[src/rtl/core/tppt_pkg.sv]
// Shared widths and constants for the touch pressure pen tracker core.
package tppt_pkg;

  // Sample and product widths
  localparam int unsigned SampleBits = 10;
  localparam int unsigned ProdBits   = 2 * SampleBits;

  // Pressure result: rounding shift, bias and ceiling
  localparam int unsigned PressBits  = 10;
  localparam int unsigned PressShift = 10;
  localparam int unsigned SumBits    = ProdBits + 1;
  localparam logic [SumBits-1:0] RoundBias = SumBits'(1 << (PressShift - 1));
  localparam logic [PressBits-1:0] PressMax = PressBits'((1 << PressBits) - 1);

  // Full-scale reading, treated as zero
  localparam logic [SampleBits-1:0] SampleFull = SampleBits'((1 << SampleBits) - 1);

  // Reset value of the pressure limit register
  localparam logic [PressBits-1:0] MaxPressRst = PressMax;

  // Serial unit step counts
  localparam int unsigned MulSteps   = SampleBits;
  localparam int unsigned DivSteps   = ProdBits;
  localparam int unsigned MulCntBits = $clog2(MulSteps + 1);
  localparam int unsigned DivCntBits = $clog2(DivSteps + 1);

  // Stream data widths, rounded up to whole bytes
  localparam int unsigned InFieldBits  = 1 + 3 * SampleBits;
  localparam int unsigned InDataBits   = ((InFieldBits + 7) / 8) * 8;
  localparam int unsigned OutFieldBits = PressBits + 2;
  localparam int unsigned OutDataBits  = ((OutFieldBits + 7) / 8) * 8;

endpackage

[src/rtl/core/tppt_mul.sv]
// Bit-serial shift-and-add multiplier, one multiplier bit per cycle.
module tppt_mul (
  input  logic                          clk_i,
  input  logic                          rst_ni,
  input  logic                          start_i,
  input  logic [tppt_pkg::SampleBits-1:0] a_i,
  input  logic [tppt_pkg::SampleBits-1:0] b_i,
  output logic                          done_o,
  output logic [tppt_pkg::ProdBits-1:0]   prod_o
);
  import tppt_pkg::*;

  logic                  busy_q, done_q;
  logic [MulCntBits-1:0] cnt_q;
  logic [ProdBits-1:0]   acc_q, acc_d;
  logic [ProdBits-1:0]   mcand_q;
  logic [SampleBits-1:0] mplier_q;

  // Add the shifted multiplicand when the current multiplier bit is set
  always_comb begin
    acc_d = mplier_q[0] ? acc_q + mcand_q : acc_q;
  end

  // Control: step counter and done pulse
  always_ff @(posedge clk_i or negedge rst_ni) begin
    if (!rst_ni) begin
      busy_q <= 1'b0;
      done_q <= 1'b0;
      cnt_q  <= '0;
    end else begin
      done_q <= 1'b0;
      if (start_i) begin
        busy_q <= 1'b1;
        cnt_q  <= MulCntBits'(MulSteps);
      end else if (busy_q) begin
        cnt_q <= cnt_q - 1'b1;
        if (cnt_q == MulCntBits'(1)) begin
          busy_q <= 1'b0;
          done_q <= 1'b1;
        end
      end
    end
  end

  // Datapath: accumulate and shift
  always_ff @(posedge clk_i) begin
    if (start_i) begin
      acc_q    <= '0;
      mcand_q  <= ProdBits'(a_i);
      mplier_q <= b_i;
    end else if (busy_q) begin
      acc_q    <= acc_d;
      mcand_q  <= {mcand_q[ProdBits-2:0], 1'b0};
      mplier_q <= {1'b0, mplier_q[SampleBits-1:1]};
    end
  end

  assign done_o = done_q;
  assign prod_o = acc_q;

endmodule

[src/rtl/core/tppt_div.sv]
// Restoring divider, one quotient bit per cycle.
module tppt_div (
  input  logic                            clk_i,
  input  logic                            rst_ni,
  input  logic                            start_i,
  input  logic [tppt_pkg::ProdBits-1:0]   dividend_i,
  input  logic [tppt_pkg::SampleBits-1:0] divisor_i,
  output logic                            done_o,
  output logic [tppt_pkg::ProdBits-1:0]   quot_o
);
  import tppt_pkg::*;

  logic                  busy_q, done_q;
  logic [DivCntBits-1:0] cnt_q;
  logic [ProdBits-1:0]   dvd_q;
  logic [SampleBits-1:0] rem_q, rem_d;
  logic [SampleBits-1:0] dsr_q;
  logic [SampleBits:0]   trial;
  logic [SampleBits:0]   diff;
  logic                  ge;

  // Bring down the next dividend bit and try a subtract
  always_comb begin
    trial = {rem_q, dvd_q[ProdBits-1]};
    diff  = trial - {1'b0, dsr_q};
    ge    = (trial >= {1'b0, dsr_q});
    rem_d = ge ? diff[SampleBits-1:0] : trial[SampleBits-1:0];
  end

  // Control: step counter and done pulse
  always_ff @(posedge clk_i or negedge rst_ni) begin
    if (!rst_ni) begin
      busy_q <= 1'b0;
      done_q <= 1'b0;
      cnt_q  <= '0;
    end else begin
      done_q <= 1'b0;
      if (start_i) begin
        busy_q <= 1'b1;
        cnt_q  <= DivCntBits'(DivSteps);
      end else if (busy_q) begin
        cnt_q <= cnt_q - 1'b1;
        if (cnt_q == DivCntBits'(1)) begin
          busy_q <= 1'b0;
          done_q <= 1'b1;
        end
      end
    end
  end

  // Datapath: quotient bits shift in where dividend bits leave
  always_ff @(posedge clk_i) begin
    if (start_i) begin
      dvd_q <= dividend_i;
      rem_q <= '0;
      dsr_q <= divisor_i;
    end else if (busy_q) begin
      dvd_q <= {dvd_q[ProdBits-2:0], ge};
      rem_q <= rem_d;
    end
  end

  assign done_o = done_q;
  assign quot_o = dvd_q;

endmodule

[src/rtl/core/touch_pressure_pen_tracker_core.sv]
// Top level of the touch pressure pen tracker: control, pen flag and result register.
//
//  Channel   Dir  Signals                      Contents
//  s_axis    in   tvalid/tready/tdata[31:0]    one touch sample
//  m_axis    out  tvalid/tready/tdata[15:0]    pressure and pen flags
//  cfg       in   cfg_wr_en/cfg_wr_data[9:0]   max_pressure limit
//
// With contact and usable readings the sample runs through 10 multiplier steps,
// the divider load, 20 divider steps, rounding and the output load before the result
// is valid, and input is ready again once the sequencer is back in idle.
// Without contact or with unusable readings the sample goes straight to output load.
// One sample is in work at a time; a stalled output holds the finished sample in
// the sequencer. Reset clears the pen flag and sets the limit to full scale.
module touch_pressure_pen_tracker_core (
  input  logic                               clk_i,
  input  logic                               rst_ni,
  // s_axis_tdata_i: pen_contact[0], x_plate_sample[10:1], z1_sample[20:11],
  //                 z2_sample[30:21], zero pad[31]
  input  logic                               s_axis_tvalid_i,
  output logic                               s_axis_tready_o,
  input  logic [tppt_pkg::InDataBits-1:0]    s_axis_tdata_i,
  // m_axis_tdata_o: pressure[9:0], touching[10], over_limit[11], zero pad[15:12]
  output logic                               m_axis_tvalid_o,
  input  logic                               m_axis_tready_i,
  output logic [tppt_pkg::OutDataBits-1:0]   m_axis_tdata_o,
  input  logic                               cfg_wr_en_i,
  input  logic [tppt_pkg::PressBits-1:0]     cfg_wr_data_i
);
  import tppt_pkg::*;

  typedef enum logic [1:0] {
    StIdle,
    StMul,
    StDiv,
    StDone
  } state_e;

  state_e                state_q;
  logic                  contact_q;
  logic [SampleBits-1:0] z1_q;
  logic [PressBits-1:0]  rt_q;
  logic [PressBits-1:0]  max_q;
  logic                  pen_q;
  logic                  out_valid_q;
  logic [PressBits-1:0]  out_press_q;
  logic                  out_touch_q;
  logic                  out_over_q;

  logic                  in_contact;
  logic [SampleBits-1:0] in_x, in_z1, in_z2, x_eff, z_diff;
  logic                  in_ok, accept;
  logic                  mul_done, div_done;
  logic [ProdBits-1:0]   prod, quot;
  logic [SumBits-1:0]    round_sum;
  logic [SumBits-PressShift-1:0] rt_wide;
  logic [PressBits-1:0]  rt_sat;
  logic                  div_start;
  logic                  out_free;
  logic                  out_load;
  logic                  over_now;

  // Unpack the sample and screen out cases that give zero pressure
  always_comb begin
    in_contact = s_axis_tdata_i[0];
    in_x       = s_axis_tdata_i[SampleBits:1];
    in_z1      = s_axis_tdata_i[2*SampleBits:SampleBits+1];
    in_z2      = s_axis_tdata_i[3*SampleBits:2*SampleBits+1];
    x_eff      = (in_x == SampleFull) ? '0 : in_x;
    z_diff     = in_z2 - in_z1;
    in_ok      = in_contact && (x_eff != '0) && (in_z1 != '0) && (in_z2 >= in_z1);
  end

  assign s_axis_tready_o = (state_q == StIdle);
  assign accept          = s_axis_tvalid_i && s_axis_tready_o;
  assign div_start       = (state_q == StMul) && mul_done;

  tppt_mul u_mul (
    .clk_i   (clk_i),
    .rst_ni  (rst_ni),
    .start_i (accept && in_ok),
    .a_i     (z_diff),
    .b_i     (x_eff),
    .done_o  (mul_done),
    .prod_o  (prod)
  );

  tppt_div u_div (
    .clk_i      (clk_i),
    .rst_ni     (rst_ni),
    .start_i    (div_start),
    .dividend_i (prod),
    .divisor_i  (z1_q),
    .done_o     (div_done),
    .quot_o     (quot)
  );

  // Round the quotient and clamp to the pressure field
  always_comb begin
    round_sum = SumBits'(quot) + RoundBias;
    rt_wide   = round_sum[SumBits-1:PressShift];
    rt_sat    = (rt_wide > (SumBits-PressShift)'(PressMax)) ? PressMax
                                                            : rt_wide[PressBits-1:0];
  end

  assign out_free = !out_valid_q || m_axis_tready_i;
  assign out_load = (state_q == StDone) && out_free;
  assign over_now = rt_q > max_q;

  // Limit register
  always_ff @(posedge clk_i or negedge rst_ni) begin
    if (!rst_ni) begin
      max_q <= MaxPressRst;
    end else if (cfg_wr_en_i) begin
      max_q <= cfg_wr_data_i;
    end
  end

  // Sequencer, pen flag and output register
  always_ff @(posedge clk_i or negedge rst_ni) begin
    if (!rst_ni) begin
      state_q     <= StIdle;
      contact_q   <= 1'b0;
      z1_q        <= '0;
      rt_q        <= '0;
      pen_q       <= 1'b0;
      out_valid_q <= 1'b0;
      out_press_q <= '0;
      out_touch_q <= 1'b0;
      out_over_q  <= 1'b0;
    end else begin
      // Drop the result once it is transferred and nothing new replaces it
      if (out_valid_q && m_axis_tready_i && !out_load) begin
        out_valid_q <= 1'b0;
      end
      unique case (state_q)
        StIdle: begin
          if (accept) begin
            contact_q <= in_contact;
            z1_q      <= in_z1;
            rt_q      <= '0;
            state_q   <= in_ok ? StMul : StDone;
          end
        end
        StMul: begin
          if (mul_done) begin
            state_q <= StDiv;
          end
        end
        StDiv: begin
          if (div_done) begin
            rt_q    <= rt_sat;
            state_q <= StDone;
          end
        end
        StDone: begin
          if (out_free) begin
            out_valid_q <= 1'b1;
            out_press_q <= rt_q;
            out_over_q  <= contact_q && over_now;
            if (!contact_q) begin
              pen_q       <= 1'b0;
              out_touch_q <= 1'b0;
            end else if (!over_now && (rt_q != '0)) begin
              pen_q       <= 1'b1;
              out_touch_q <= 1'b1;
            end else begin
              out_touch_q <= pen_q;
            end
            state_q <= StIdle;
          end
        end
        default: state_q <= StIdle;
      endcase
    end
  end

  assign m_axis_tvalid_o = out_valid_q;
  assign m_axis_tdata_o  = OutDataBits'({out_over_q, out_touch_q, out_press_q});

endmodule

[config.mk]
export PLATFORM = sky130hd
export DESIGN_NAME = touch_pressure_pen_tracker_core
export DESIGN_NICKNAME = d
export VERILOG_FILES = /design/src/rtl/core/tppt_pkg.sv /design/src/rtl/core/tppt_mul.sv /design/src/rtl/core/tppt_div.sv /design/src/rtl/core/touch_pressure_pen_tracker_core.sv
export SDC_FILE = /design/constraint.sdc
export NUM_CORES = 1
export LEC_CHECK = 0
export CAP_MARGIN = 10
export CORE_AREA = 2 2 167 153
export CTS_CLUSTER_DIAMETER = 30
export DETAILED_ROUTE_END_ITERATION = 7
export DIE_AREA = 0 0 169 155
export DONT_BUFFER_PORTS = 1
export REMOVE_ABC_BUFFERS = 1
export SYNTH_ARGS = -nofsm -noshare
export SYNTH_HDL_FRONTEND = slang
export SYNTH_SLANG_ARGS = --single-unit
[constraint.sdc]
create_clock -name clk_i -period 2.2 [get_ports clk_i]
set_input_delay 0.44 -clock clk_i [delete_from_list [all_inputs] [get_ports clk_i]]
set_output_delay 0.44 -clock clk_i [all_outputs]
set_load 0.03 [all_outputs]
Word level (Yosys, flattened, before mapping):

Cells that the tools add are included.

* register bits after elaboration: 149
* input bits: 47
* output and inout bits: 18
* word-level logic and storage cells: 110

* add/sub/neg operators: 6
* order comparisons: 4
* equal/unequal tests: 11
* muxes and demuxes: 39
* reductions and logical operators: 28

Operator list (number)
* $mux 10: 9
* $mux 20: 2
* $reduce_bool 10->1: 3
* $add 20x10->21 const B: 1
* $add 20x20->20: 1
* $pmux 10 s2: 1
* $sub 10x10->10: 2
* $mux 1: 17
* $ge 11x10->1: 1
* $gt 11x10->1 const B: 1
* $logic_and 1x1->1: 11
* $eq 10x10->1 const B: 1
* $ge 10x10->1: 1
* $gt 10x10->1: 1
* $mux 2: 5
* $mux 5: 2
* $mux 4: 2
* $ne 2x1->1 const B: 4
* $pmux 2 s4: 1
* $reduce_and 2->1: 3
* $reduce_and 3->1: 2
* $reduce_bool 2->1: 3
* $eq 5x1->1 const B: 1
* $sub 5x1->5 const B: 1
* other kinds (9): 12

Logic depth before layout (Yosys ltp):

Gate-level depths: netlist (run 1).

* depth after elaboration: 9
* mapped depth: 11
* gate-level depth less buffers: 10

Cells and area by module:

A second synthesis (run 1) with hierarchy kept.

* cells, all modules: 831
* area, all modules: 8455.6 µm²

Modules (own cells, without submodules)
* tppt_mul: instances 1, cells each 309, area an instance 3094.2 µm², seq. area each 1351.3 µm²
* touch_pressure_pen_tracker_core: instances 1, cells each 320, area an instance 2970.3 µm², seq. area each 1163.6 µm²
* tppt_div: instances 1, cells each 202, area an instance 2391.0 µm², seq. area each 1276.2 µm²

Worst setup path after synthesis (run 1):

Ideal clock, no wire load.

* path kind: input to register
* from: input port s_axis_tdata_i[21] (netlist bit)
* to: register u_mul.mcand_q[0] (enable)
* library setup time: 0.380 ns
* arrival time: 2.410 ns
* data required time: 1.820 ns
* slack: -0.589 ns
* cell stages on the path: 9
* path buffers: 0
* path through: inv_1 ha_1 fa_1 nor2b_1 o31a_1 o2111ai_1 a31oi_2 nand3_2 nand2b_1

* word-level cells in the longest chain between the ends: 4

RTL lines
* from (decl): RTL line touch_pressure_pen_tracker_core.sv:21 `input logic [tppt_pkg::InDataBits-1:0] s_axis_tdata_i,`
* $ge 10x10->1: RTL line touch_pressure_pen_tracker_core.sv:70 `in_ok = in_contact && (x_eff != '0) && (in_z1 != '0) && (in_z2 >= in_z1);`
* $logic_and 1x1->1: RTL line touch_pressure_pen_tracker_core.sv:70
* $logic_and 1x1->1: RTL line touch_pressure_pen_tracker_core.sv:80 `.start_i (accept && in_ok),`
* $reduce_bool 2->1 (no line)
* to (signal assigned): RTL line tppt_mul.sv:49 `mcand_q <= ProdBits'(a_i);`
* to (signal assigned): RTL line tppt_mul.sv:53 `mcand_q <= {mcand_q[ProdBits-2:0], 1'b0};`
* to (decl): RTL line tppt_mul.sv:16 `logic [ProdBits-1:0] mcand_q;`

No other way between the ends.
A chain may end at the register's enable or synchronous reset.

Final worst setup path (run 1):

* from: register u_div.dvd_q[19], in the netlist u_div.quot_o[19]
* to: register u_div.rem_q[8]

* word-level cells in the longest chain between the ends: 2
* elaborated cells between the ends (all ways): 3
* those cells by class: 1 x add/sub; 1 x order compare; 1 x mux

RTL lines
* from (decl): RTL line tppt_div.sv:15 `logic [ProdBits-1:0] dvd_q;`
* from (signal assigned): RTL line tppt_div.sv:54 `dvd_q <= dividend_i;`
* from (signal assigned): RTL line tppt_div.sv:58 `dvd_q <= {dvd_q[ProdBits-2:0], ge};`
* $sub 10x10->10 or $ge 11x10->1 (tied branches): RTL line tppt_div.sv:25, tppt_div.sv:26
* $mux 10 (*): RTL line tppt_div.sv:27 `rem_d = ge ? diff[SampleBits-1:0] : trial[SampleBits-1:0];`
* to (signal assigned): RTL line tppt_div.sv:59 `rem_q <= rem_d;`
* to (decl): RTL line tppt_div.sv:16 `logic [SampleBits-1:0] rem_q, rem_d;`

Every way passes the cells marked *; elsewhere a longest branch is shown, timed or not.

==> results.txt, run 1 <==
The flow ran to the end, but the final reports show violations. The checks that failed: setup timing. The first-pass GRT wire length is between 30 and 40 mm.

The final number of setup-violating endpoints came out at 4. Each instance of the synthesized netlist takes up on average just over 9 µm². The worst path setup slack after routing came out at -69.3 ps.

The placer congestion estimate came out at ~0.88. The via count of the first global-routing pass is ~6400. The aggregate global routing overflow is 0.

The largest total area in the synthesized netlist belongs to sky130_fd_sc_hd__edfxtp_1. The leakage power of the design is around 4.7 nW. For this run, the post-layout net count is about 1100. The post-route DRC violation count is 0.

The non-filler instance count after layout came out at around 1300. Walking the worst path, the cells encountered are inv_2, ha_4, fa_2, and2b_1, o2111a_1, a2111oi_4, a211oi_2, xnor2_1, a211oi_1, o21a_1. The share of synthesized area in the top cell type comes to 0.178. The worst hold path terminates at max_q[3]. The power per standard cell area came out at 1240 nW/µm².

Based on the critical path, the design can be clocked at up to about 0.44 GHz. The diode insertion count for antenna repair came out at 0. The die covers ~26000 µm². The number of synthesized flops with an enable pin came out at 50. Synthesis produced 907 cells. The required time reported for the critical path endpoint came out at around 2500 ps. Headroom to the max-slew limit came out at 0.641. The pin count of the biggest net entering global routing is 60. After detailed routing, the total wire length is about 20 mm.

The final count of pins violating max slew came out at 0. The most used flip-flop cell after synthesis is sky130_fd_sc_hd__edfxtp_1. For this run, the detailed router's first-pass iteration total came to 6. The total I/O pin count came out at 65.

The floorplan has between 50 and 60 rows. The number of sinks on the clock net is ~150. The total instance count after detailed placement came out at 1290.

The number of max-cap violations came out at 0. Buffers inserted during clock tree synthesis total 17. In this run the critical register-to-register path is launched from u_div.quot_o[19]. Along the worst hold path, the cell count comes to 1. In this run the remaining antenna-violating nets after routing total 0. CTS built an H-tree with a depth of 4. The vias per cell came out at approximately 5.0. Yosys attributes the largest share of cell area to sky130_fd_sc_hd__edfxtp_1, sky130_fd_sc_hd__dfrtp_1, sky130_fd_sc_hd__dfxtp_1, sky130_fd_sc_hd__ha_1, sky130_fd_sc_hd__nand2_1.

The slowest cell on the critical path is sky130_fd_sc_hd__edfxtp_1. The final clock period utilization by the worst path came out at 1.03. Measured in cells, the most critical reg-to-reg path has a length of 10. STA puts the critical path data arrival time at approximately 2600 ps. The nature of the critical path endpoint is a flop. The clock passes through at most 2 buffers. After synthesis the cells add up to between 8000 and 9000 µm². The count of final hold-check violations was 0.

The initial core utilization is 0.343. The sequential area share after synthesis is 0.449. The unique cell type count in the Yosys netlist came out at 74. Counting both buffers and inverters, the worst setup path holds a total of 1. The estimated wirelength of the detail-placed design is ~14 mm. The number of antenna violations at the first check in global routing came to 0. The ratio of cells with drive above 1 in the final layout is 0.238. The launch point of the worst hold path is cfg_wr_en_i. The post-route minimum period is around 2300 ps.

The critical-path maximum fanout is 2. The min-delay analysis places its worst path in the category primary input to flop. STA classifies the critical path startpoint as a flop. Setup repair after global routing could not meet its margin everywhere.

The critical path is of the flop to flop type. The die extent in x came out at around 170 µm. The maximum single-stage delay on the critical path is 400 ps. The floorplan die height is around 160 µm. The count of yosys warnings during synthesis is 0. The number of register bits inferred by synthesis came out at ~150. In the synthesized netlist the async set-or-reset flop fraction comes to 0.396.

Across the routed clock network, the largest skew measured is 11.9 ps. The aggregate global-route resource usage is 0.150. In this run the critical register-to-register path is captured at u_div.rem_q[8]. The post-layout utilization of the core came out at 0.427. The count of port buffers added during placement is 0. The average wire length per cell after detail routing is about 15 µm. The number of DRC markers after the initial detailed-route iteration is ~460. The final route contains a little under 7000 vias. The setup slack of the worst register-to-register path is -70 ps. The signed area change from the synthesized netlist to the final layout came out at 24.6%. TritonCTS built the clock tree. The number of fill cells in the layout is approximately 2400.

Broken down by cell family, the worst path's largest delay share belongs to compound AO/OA/AOI/OAI gates. The root cell of the clock tree is sky130_fd_sc_hd__clkbuf_16. The slew at the pin with the worst max-slew slack came out at 537 ps. The worst voltage drop across the vdd grid is around 0.74 mV.

The core area came out at 24600 µm². After clock tree synthesis, the clock-pin slew on the worst setup and hold paths is 70 ps. At the later pin of the worst-skew pair, clock insertion delay measures between 400 and 500 ps.
[flip-flops by register name, indices dropped and copies added (netlist names), 2 cells and up]
register	flops
u_div.rem_q	10
rt_q	10
u_mul.mcand_q	20
u_div.cnt_q	5
u_mul.mplier_q	10
u_div.quot_o	20
z1_q	10
u_mul.prod_o	20
u_mul.cnt_q	4
state_q	2
max_q	10
u_div.dsr_q	10
out_press_q	10
[power by group]
part	total, mW	switching, mW	internal, mW
clock network	2.85	1.27	1.58
logic	5.74	2.97	2.77
registers	4.44	0.700	3.74
[synth_stat cells (8+ instances only)]
master                     instances
sky130_fd_sc_hd__a211oi_1         15
sky130_fd_sc_hd__a21o_1           10
sky130_fd_sc_hd__a21oi_1          50
sky130_fd_sc_hd__a22o_1            9
sky130_fd_sc_hd__a31oi_1           8
sky130_fd_sc_hd__and3_1           10
sky130_fd_sc_hd__clkbuf_1         20
sky130_fd_sc_hd__dfrtp_1          49
sky130_fd_sc_hd__dfstp_2          10
sky130_fd_sc_hd__dfxtp_1          40
sky130_fd_sc_hd__edfxtp_1         50
sky130_fd_sc_hd__ha_1             58
sky130_fd_sc_hd__inv_1            49
sky130_fd_sc_hd__mux2_2           14
sky130_fd_sc_hd__mux2i_1          13
sky130_fd_sc_hd__nand2_1         170
sky130_fd_sc_hd__nand2b_1         10
sky130_fd_sc_hd__nand3_1          31
sky130_fd_sc_hd__nand4_1          11
sky130_fd_sc_hd__nor2_1           56
sky130_fd_sc_hd__nor3_1           14
sky130_fd_sc_hd__o21a_1            8
sky130_fd_sc_hd__o21ai_0          57
sky130_fd_sc_hd__o21ai_1           8
sky130_fd_sc_hd__xnor2_1          18
sky130_fd_sc_hd__xor2_1           11
[how the worst max path moves through the flow]
stage	from	depth (start not counted)	endpoint	slack, ps
3_5_place_dp	s_axis_tdata_i[21]	11	u_mul.mplier_q[6]	-520
3_3_place_gp	s_axis_tdata_i[21]	10	u_mul.mplier_q[9]	-420
4_1_cts	u_mul.mcand_q[0]	8	u_mul.prod_o[16]	-110
6_report	u_div.quot_o[19]	10	u_div.rem_q[8]	-70
2_1_floorplan	s_axis_tdata_i[21]	9	u_mul.mcand_q[0]	-970
5_1_grt	u_div.quot_o[19]	11	u_div.rem_q[6]	-190
[timing repair]
action | in CTS | in global routing
hold buffers | 2 | 0
buffers inserted | 3 | 15
cloned | 0 | 2
gates resized for setup | 14 | 61
pin swaps | 10 | 35
endpoints found under the hold margin | 59 | 0
setup endpoints to repair | 27 | 74
[per-stage QoR]
step / setup TNS, ps / hold WS, ps / setup slack [ps] / power (mW) / cell area, µm²
floorplan: -39270 / 144 / -967 / 7.73 / 8240
global placement: -23410 / 151 / -423 / 9.46 / 9430
detailed placement: -30680 / 150 / -519 / 9.57 / 9430
CTS: -363 / 52.3 / -107 / 12.6 / 10100
global route: -1250 / 48.3 / -190 / 14.0 / 10500
finish: -233 / 68.9 / -69.3 / 13.0 / 10500
[per-layer routing]
| metal | track usage | vias to the layer above | part of all wire |
|---|---|---|---|
| met1 | 0.213 | 3137 | 0.51 |
| li1 | - | 3450 | - |
| met4 | 0.0391 | 0 | 0.011 |
| met3 | 0.0331 | 14 | 0.039 |
| met5 | 0 | - | 0 |
| met2 | 0.232 | 123 | 0.44 |
[layout make-up]
cell class | instances | area [µm²] | area share
multi-input combinational | 674 | 4560 | 0.434
tap | 313 | 392 | 0.0372
sequential | 149 | 3790 | 0.360
inverter | 49 | 184 | 0.0175
clock inverter | 13 | 109 | 0.0103
timing repair buffer | 126 | 1020 | 0.0970
clock buffer | 19 | 464 | 0.0441
[cell families after synthesis]
group,synth area share
and+or+nand+nor,0.188
muxes,0.0341
adders and majority gates,0.0931
buffers and inverters,0.0474
xor gates and xnor gates,0.0301
AOI/OAI and AO/OA,0.158
DFF,0.449
other,0.000444
[cells in the final DEF (no fill, tap or decap), drive strengths merged, types with 9 or more instances in the layout]
master / count
xnor2: 18
clkbuf: 20
dfrtp: 49
edfxtp: 50
o21ai: 65
nand3: 32
and3: 10
a211oi: 15
dfxtp: 40
a22o: 9
a31oi: 9
dfstp: 10
inv: 59
nor3: 14
a21oi: 51
nor2: 56
ha: 58
buf: 124
nand2: 170
xor2: 11
nand2b: 10
mux2: 14
nand4: 11
mux2i: 13
a21o: 10
Note: power is estimated with default switching activity, not from simulation.
==> inputs of run 2 (changes only) <==
--- a/config.mk
+++ b/config.mk
@@ -12,6 +12,7 @@
 export DIE_AREA = 0 0 169 155
 export DONT_BUFFER_PORTS = 1
 export REMOVE_ABC_BUFFERS = 1
+export SETUP_SLACK_MARGIN = 0.4
 export SYNTH_ARGS = -nofsm -noshare
 export SYNTH_HDL_FRONTEND = slang
 export SYNTH_SLANG_ARGS = --single-unit
==> results.txt, run 2 (synthesis results as in run 1) <==
The flow ran to the end, but the final reports show violations. The final reports fail on setup timing. The diode insertion count for antenna repair is 0 (unchanged). The critical-path maximum fanout is 4 (+2). The pin count of the biggest net entering global routing came out at 60 (unchanged). The ratio of cells with drive above 1 in the final layout is 0.352 (+0.114). The leakage power of the design is 4.93 nW (+5.5%). The part of the power in registers is 0.321 (-0.020). The worst voltage drop across the vdd grid came out at 0.749 mV (+1.4%).

The total instance count after detailed placement came to 1290 (unchanged). The count of port buffers added during placement came out at 0 (unchanged). The post-place setup slack came out at -519 ps (unchanged).

The floorplan die height is 155 µm (unchanged). The aggregate global routing overflow is 0 (unchanged). The average wire length per cell after detail routing came out at 15.5 µm (+5.4%). The post-route DRC violation count came out at 0 (unchanged).

The number of buffers on the longest clock path is 2 (unchanged). The number of levels in the clock H-tree came out at 4 (unchanged). The total die area came out at 26200 µm² (unchanged).

The count of standard-cell rows is 55 (unchanged). The first-pass GRT wire length is 33.1 mm (+4.7%). The number of sinks on the clock net is 149 (unchanged).

The number of cells on the worst reg-to-reg path is 8 (-2). The estimated wirelength of the detail-placed design came out at 14.4 mm (unchanged). Leaving out fill and tap cells, the most frequent cell in the layout is sky130_fd_sc_hd__nand2_1. The placer congestion estimate is 0.876 (unchanged). The vias per cell was 5.06 (+1.1%).

The worst slew margin relative to its limit is 0.631 (-0.0104). The required time reported for the critical path endpoint was 2520 ps (about the same). The destination of the critical timing path is u_mul.prod_o[16]. The worst setup skew after layout is 10.2 ps (-1.67 ps). The switching power as a share of total power was 0.383 (+0.00304). The clock share of power came out at 0.204 (-0.015).

The worst reg2reg path startpoint is u_mul.mcand_q[0]. The power per standard cell area is 1210 nW/µm² (-2.0%). The worst register-to-register path ends at u_mul.prod_o[16]. The total via count in the routed design is 6942 (+3.2%). The post-layout utilization of the core came out at 0.470 (+0.0425).

The tightest min-delay check is of the primary input to flop type. The worst path setup slack after routing was -77.7 ps (-8.42 ps). The signed area change from the synthesized netlist to the final layout is 37.0%. The reported net switching power came to 5.37 mW (+8.6%). The clock-pin slew on the worst setup and hold paths came out at 70 ps (about the same). The number of nets in the final layout came to 1153 (+2.5%).

The total clock buffers created by CTS is 17 (unchanged). The number of max-cap violations came out at 0 (unchanged). STA classifies the critical path endpoint as a flop. The slew at the pin with the worst max-slew slack is 552 ps (+15.5 ps). The via count of the first global-routing pass came out at 6634 (+3.9%). The count of final hold-check violations is 0 (unchanged). The final number of setup-violating endpoints is 6 (+2). The final clock period utilization by the worst path is 1.04 (+0.00383). The number of iterations in the first detailed-routing pass is 5 (-1). The die extent in x came out at 169 µm (unchanged). The total wire length is 21.2 mm (+7.6%). The total I/O pin count is 65 (unchanged). The achievable clock frequency is 0.439 GHz (-0.37%). The number of DRC markers after the initial detailed-route iteration was 399 (-14%). The worst setup path is launched from a flop. The final count of pins violating max slew came to 0 (unchanged). Leaving out fill and tap cells, the most frequent cells in the layout are sky130_fd_sc_hd__nand2_1, sky130_fd_sc_hd__buf_4, sky130_fd_sc_hd__edfxtp_1.

The CTS tree is yes. The number of antenna violations at the first check in global routing came out at 0 (unchanged). The cell internal power dissipation is 8.67 mW (+7.2%). The combinational group share of total power is 0.475 (+0.034).

The hold-critical path depth came out at 1 (unchanged). The non-filler instance count after layout was 1371 (+2.1%). The signal arrival time at the worst endpoint is 2600 ps (about the same). By startpoint and endpoint, the worst setup path is classified as flop to flop.

The initial core utilization came out at 0.343 (unchanged). The aggregate global-route resource usage came to 0.157 (+0.00695). In this run the clock root is driven by a sky130_fd_sc_hd__clkbuf_16. Tracing the worst setup path back leads to its startpoint at u_mul.mcand_q[0].

Setup repair after global routing could not meet its margin everywhere. The post-route minimum period came out at 2280 ps (+8.42 ps). The clock latency of the later-clocked register in the worst-skew pair is 430 ps (about the same). The remaining antenna violation count after routing was 0 (unchanged). The core area is 24600 µm² (unchanged). The setup slack of the worst register-to-register path is -80 ps (about the same).
==> run 2: changes by cell type in the layout (fill, tap and decap cells not counted), sizes merged <==
cell	delta
clkinvlp	+1
clkbuf	+3
inv	-1
buf	+25
==> run 2: metrics by stage <==
step | hold slack, ps | setup TNS, ps | total power, mW | area (µm²)
final | 69.5 | -273 | 14.0 | 11600
after global routing | 48.3 | -1340 | 15.0 | 11600
after CTS | 52.3 | -262 | 13.3 | 10800
after detailed placement | 150 | -30680 | 9.57 | 9430
after global placement | 151 | -23410 | 9.46 | 9430
after floorplan | 144 | -39270 | 7.73 | 8240
==> run 2: final cells by class <==
| type | instances | area (µm²) |
|---|---|---|
| flip-flops and latches | 149 | 3790 |
| fillers | 2220 | 13100 |
| clock buffers | 19 | 464 |
| inverters | 49 | 204 |
| clock inverters | 13 | 109 |
| multi-input cells | 674 | 5110 |
| well taps | 313 | 392 |
| repair buffers | 154 | 1500 |
==> run 2: critical path, cell delays in order, from the launching register on <==
cell,delay (ps)
sky130_fd_sc_hd__edfxtp_1,410
sky130_fd_sc_hd__ha_2,220
sky130_fd_sc_hd__fa_2,370
sky130_fd_sc_hd__a21oi_4,160
sky130_fd_sc_hd__o21ai_2,90
sky130_fd_sc_hd__a211o_1,340
sky130_fd_sc_hd__or4_1,410
sky130_fd_sc_hd__nand4_1,100
sky130_fd_sc_hd__a21oi_1,70
==> run 2: layer usage <==
| layer | global-route usage | wire [µm] | part of all wire | up-vias |
|---|---|---|---|---|
| met5 | 0 | 0 | 0 | - |
| met2 | 0.246 | 9760 | 0.46 | 113 |
| met1 | 0.222 | 10400 | 0.49 | 3304 |
| met4 | 0.0366 | 201 | 0.0095 | 0 |
| met3 | 0.0333 | 837 | 0.039 | 15 |
| li1 | - | - | - | 3510 |
==> run 2: worst min-delay path by stage <==
stage,slack [ps],startpoint,end
finish,70,cfg_wr_en_i,max_q[1]
CTS,50,cfg_wr_en_i,max_q[9]
detailed placement,150,rst_ni,z1_q[7]
global placement,150,rst_ni,u_div.cnt_q[0]
global route,50,cfg_wr_en_i,max_q[9]
floorplan,140,rst_ni,contact_q
==> run 2: power groups by stage <==
stage	Sequential (mW)	Clock, mW	Combinational, mW
final	4.51	2.86	6.67
after global routing	4.60	3.03	7.36
after CTS	4.43	2.92	5.93
after global placement	4.44	0	5.02
after floorplan	4.27	0	3.46
after detailed placement	4.45	0	5.11
==> run 2: repair_timing <==
item	CTS	global route
endpoints found under the setup margin	89	103
hold endpoints to repair	59	0
hold buffers	2	0
setup buffers	18	20
gates cloned	4	5
gates resized for setup	129	127
pin swaps	60	53
==> inputs of run 3 (changes only) <==
--- a/config.mk
+++ b/config.mk
@@ -5,11 +5,12 @@
 export SDC_FILE = /design/constraint.sdc
 export NUM_CORES = 1
 export LEC_CHECK = 0
+export ABC_AREA = 1
 export CAP_MARGIN = 10
-export CORE_AREA = 2 2 167 153
+export CORE_AREA = 2 2 172 157
 export CTS_CLUSTER_DIAMETER = 30
 export DETAILED_ROUTE_END_ITERATION = 7
-export DIE_AREA = 0 0 169 155
+export DIE_AREA = 0 0 174 159
 export DONT_BUFFER_PORTS = 1
 export REMOVE_ABC_BUFFERS = 1
 export SETUP_SLACK_MARGIN = 0.4
==> constraint.sdc (replaced) <==
create_clock -name clk_i -period 2.1 [get_ports clk_i]
set_input_delay 0.42 -clock clk_i [delete_from_list [all_inputs] [get_ports clk_i]]
set_output_delay 0.42 -clock clk_i [all_outputs]
set_load 0.03 [all_outputs]
==> results.txt, run 3 <==
The aggregate global routing overflow came out at 0 (unchanged). The total via count in the routed design is 7803 (+12%). The estimated wirelength of the detail-placed design is 14.7 mm (+2.1%). The number of DRC markers after the initial detailed-route iteration is 500 (+25%). The number of register bits inferred by synthesis came out at 149 (unchanged).

The destination of the worst hold path is max_q[1]. The post-route DRC violation count came out at 0 (unchanged). The vias per cell is 4.74 (-6.4%).

The worst setup skew after layout was 7.32 ps (-2.92 ps). The number of buffers on the longest clock path came to 2 (unchanged). The final number of setup-violating endpoints is 0 (-6). The signed area change from the synthesized netlist to the final layout came out at 32.2%. The critical-path maximum fanout came out at 3 (-1).

The number of antenna violations at the first check in global routing came to 0 (unchanged). The power per standard cell area is 1530 nW/µm² (+26%). The clock latency of the later-clocked register in the worst-skew pair is 430 ps (about the same). The flow ran to the end, and the final reports show no timing, DRC or antenna violations.

The setup slack of the worst register-to-register path is 130 ps (+210 ps). The post-placement cell area came out at 9620 µm² (+2.1%). The min-delay analysis places its worst path in the category primary input to flop. The number of nets in the final layout was 1393 (+21%). The count of yosys warnings during synthesis was 0 (unchanged). The ratio of cells with drive above 1 in the final layout is 0.240 (-0.111).

The unique cell type count in the Yosys netlist is 41 (-45%). The number of max-cap violations came out at 0 (unchanged). Yosys attributes the largest share of cell area to sky130_fd_sc_hd__edfxtp_1, sky130_fd_sc_hd__nand2_1, sky130_fd_sc_hd__dfrtp_1, sky130_fd_sc_hd__dfxtp_1, sky130_fd_sc_hd__ha_1. The worst reg2reg path startpoint is u_div.dsr_q[0]. The number of cells on the worst reg-to-reg path came out at 10 (+2). In this run the critical register-to-register path is captured at u_div.rem_q[6]. The floorplan die height is 159 µm (+2.6%). The total die area is 27700 µm² (+5.6%).

The nature of the critical path endpoint is a flop. The library cells used most frequently in the layout, excluding fill and tap cells, are sky130_fd_sc_hd__nand2_1, sky130_fd_sc_hd__inv_1, sky130_fd_sc_hd__o21ai_0, sky130_fd_sc_hd__buf_4. The element type at the critical path start is a flop.

The count of final hold-check violations is 0 (unchanged). The root cell of the clock tree is sky130_fd_sc_hd__clkbuf_16. The biggest area contributor in the post-synthesis netlist is sky130_fd_sc_hd__edfxtp_1. The placer congestion estimate came out at 0.838 (-4.4%). The via count of the first global-routing pass came out at 7348 (+11%). The count of standard-cell rows is 56 (+1.8%). The total wire length is 22.6 mm (+6.8%).

The remaining antenna violation count after routing is 0 (unchanged). The area of the mapped netlist was 8950 µm² (+6.0%). The diode insertion count for antenna repair is 0 (unchanged). The most common cell in the synthesized netlist is sky130_fd_sc_hd__nand2_1.

The final clock period utilization by the worst path came out at 0.936 (-0.0990). The routing usage on met2 came out at 0.250 (+0.00324). The aggregate global-route resource usage is 0.155 (-0.00182).

The met1 usage is 0.210 (-0.0116). The worst voltage drop across the vdd grid came out at 0.856 mV (+14%). The number of sinks on the clock net was 149 (unchanged). The commonest cells after synthesis are sky130_fd_sc_hd__nand2_1, sky130_fd_sc_hd__inv_1, sky130_fd_sc_hd__o21ai_0. In the synthesized netlist the dominant register cell turns out to be sky130_fd_sc_hd__edfxtp_1. The number of levels in the clock H-tree came out at 4 (unchanged). The switching power as a share of total power came out at 0.424 (+0.0409). The total clock buffers created by CTS came out at 17 (unchanged). The part of the power in registers is 0.298 (-0.023). The total I/O pin count came out at 65 (unchanged). The count of port buffers added during placement is 0 (unchanged).

The layer flagged by global routing as most heavily used is met2. The cell internal power dissipation came to 10.5 mW (+21%). The die extent in x is 174 µm (+3.0%). The reported net switching power was 7.68 mW (+43%). The slew at the pin with the worst max-slew slack is 545 ps (-7.32 ps). The final count of pins violating max slew came out at 0 (unchanged).

The library cell used most frequently in the layout, excluding fill and tap cells, is sky130_fd_sc_hd__nand2_1. The hold-critical path depth is 1 (unchanged). The first-pass GRT wire length came out at 35.2 mm (+6.4%). The number of fill cells in the layout is 2468 (+11%). The pin count of the biggest net entering global routing is 60 (unchanged). By startpoint and endpoint, the worst setup path is classified as flop to flop. The portion of synthesized cell area occupied by the leading cell type came out at 0.168 (-0.0101). The met3 demand-to-capacity share in global routing is 0.0327 (-0.000612). The final design instance area without fill came out at 11800 µm² (+2.3%). The number of synthesized flops with an enable pin was 50 (unchanged).

The number of iterations in the first detailed-routing pass is 5 (unchanged). The leakage power of the design is 5.68 nW (+15%). The post-route worst hold slack was 61.3 ps (-8.19 ps).

TritonCTS built the clock tree. The signal arrival time at the worst endpoint is 2290 ps (-310 ps). The mean area per synthesized cell is 7.50 µm² (-19%). The initial core utilization was 0.347 (+0.00438).

The required time reported for the critical path endpoint came out at 2430 ps (-90 ps). The launch point of the worst hold path is cfg_wr_en_i. The worst slew margin relative to its limit is 0.636 (+0.00538). The clock-pin slew on the worst setup and hold paths is 70 ps (about the same). The average wire length per cell after detail routing came out at 13.7 µm (-11%). The core area is 25800 µm² (+4.7%).

The achievable clock frequency came out at 0.509 GHz (+16%). The async set or reset register ratio after synthesis is 0.396 (unchanged). The combinational group share of total power was 0.518 (+0.043). The post-layout utilization of the core is 0.459 (-0.0108).

Setup repair after global routing could not meet its margin everywhere. The post-route minimum period is 1970 ps (-311 ps). The sequential area share after synthesis came out at 0.424 (-0.0254). The number of cells produced by synthesis came out at 1194 (+32%). The clock share of power is 0.183 (-0.021).
-- run 3: logic make-up after synthesis --
group / Yosys count / synth area share
multiplexers: 1 / 0.00126
other: 1 / 0.000419
flip-flops: 149 / 0.424
adder cells (fa/ha/maj): 61 / 0.0878
AND/OR/NAND/NOR: 566 / 0.262
AO/OA/AOI/OAI: 170 / 0.101
XOR/XNOR: 23 / 0.0225
buffers and inverters: 223 / 0.101
-- run 3: layout make-up --
class	instances	area, µm²	area share
Sequential cell	149	3790	0.321
Timing Repair inverter	1	7.51	0.000635
Clock buffer	18	439	0.0371
Clock inverter	14	196	0.0166
Timing Repair Buffer	104	971	0.0821
Inverter	187	728	0.0615
Multi-Input combinational cell	825	5260	0.445
Tap cell	348	435	0.0368
-- run 3: power groups by stage --
stage | Clock (mW) | Sequential, mW | Combinational (mW)
2_1_floorplan | 0 | 5.04 | 4.62
3_3_place_gp | 0 | 5.29 | 6.11
3_5_place_dp | 0 | 5.30 | 6.22
4_1_cts | 3.39 | 5.36 | 7.80
5_1_grt | 3.51 | 5.53 | 10.4
6_report | 3.33 | 5.41 | 9.40
-- run 3: worst max-delay path: stages (launching register included) --
cell and delay (ps):
sky130_fd_sc_hd__edfxtp_1 430, sky130_fd_sc_hd__ha_4 200, sky130_fd_sc_hd__fa_2 410, sky130_fd_sc_hd__o21ai_2 140, sky130_fd_sc_hd__buf_6 120, sky130_fd_sc_hd__inv_1 30
sky130_fd_sc_hd__o21bai_1 160, sky130_fd_sc_hd__xor2_1 180, sky130_fd_sc_hd__nand2_1 70, sky130_fd_sc_hd__nand3_1 70, sky130_fd_sc_hd__nand2_1 50
-- run 3: repair_timing --
item / in CTS / in global routing
hold buffers: 2 / 0
setup endpoints to repair: 104 / 107
pin swaps: 50 / 77
hold endpoints to repair: 59 / 0
cloned: 2 / 1
resized for setup: 122 / 133
setup buffers: 24 / 24
-- run 3: metrics by stage --
stage	power, mW	cells	setup TNS (ps)	setup WS, ps
floorplan	9.65	1161	-107620	-1650
global placement	11.4	1561	-850	-35.1
detailed placement	11.5	1561	-2070	-94.8
CTS	16.6	1621	0	194
global route	19.5	1646	0	39.1
finish	18.1	1646	0	134
-- run 3: layer usage --
metal / vias up / wire (µm) / share of wire
met5: - / 0 / 0
met4: 0 / 360 / 0.016
met3: 32 / 954 / 0.042
met2: 155 / 10600 / 0.47
met1: 3602 / 10700 / 0.47
li1: 4014 / - / -
-- run 3: worst max-delay path by stage --
stage                        from           endpoint  slack, ps  cells past startpoint
6_report           u_div.dsr_q[0]     u_div.rem_q[6]        130                     10
5_1_grt            u_div.dsr_q[0]     u_div.rem_q[6]         40                     10
4_1_cts          u_div.quot_o[19]     u_div.rem_q[6]        190                     11
3_5_place_dp    s_axis_tdata_i[8]         state_q[1]        -90                     10
3_3_place_gp   s_axis_tdata_i[21]  u_mul.mplier_q[9]        -40                      8
2_1_floorplan  s_axis_tdata_i[21]   u_mul.mcand_q[0]      -1650                      7
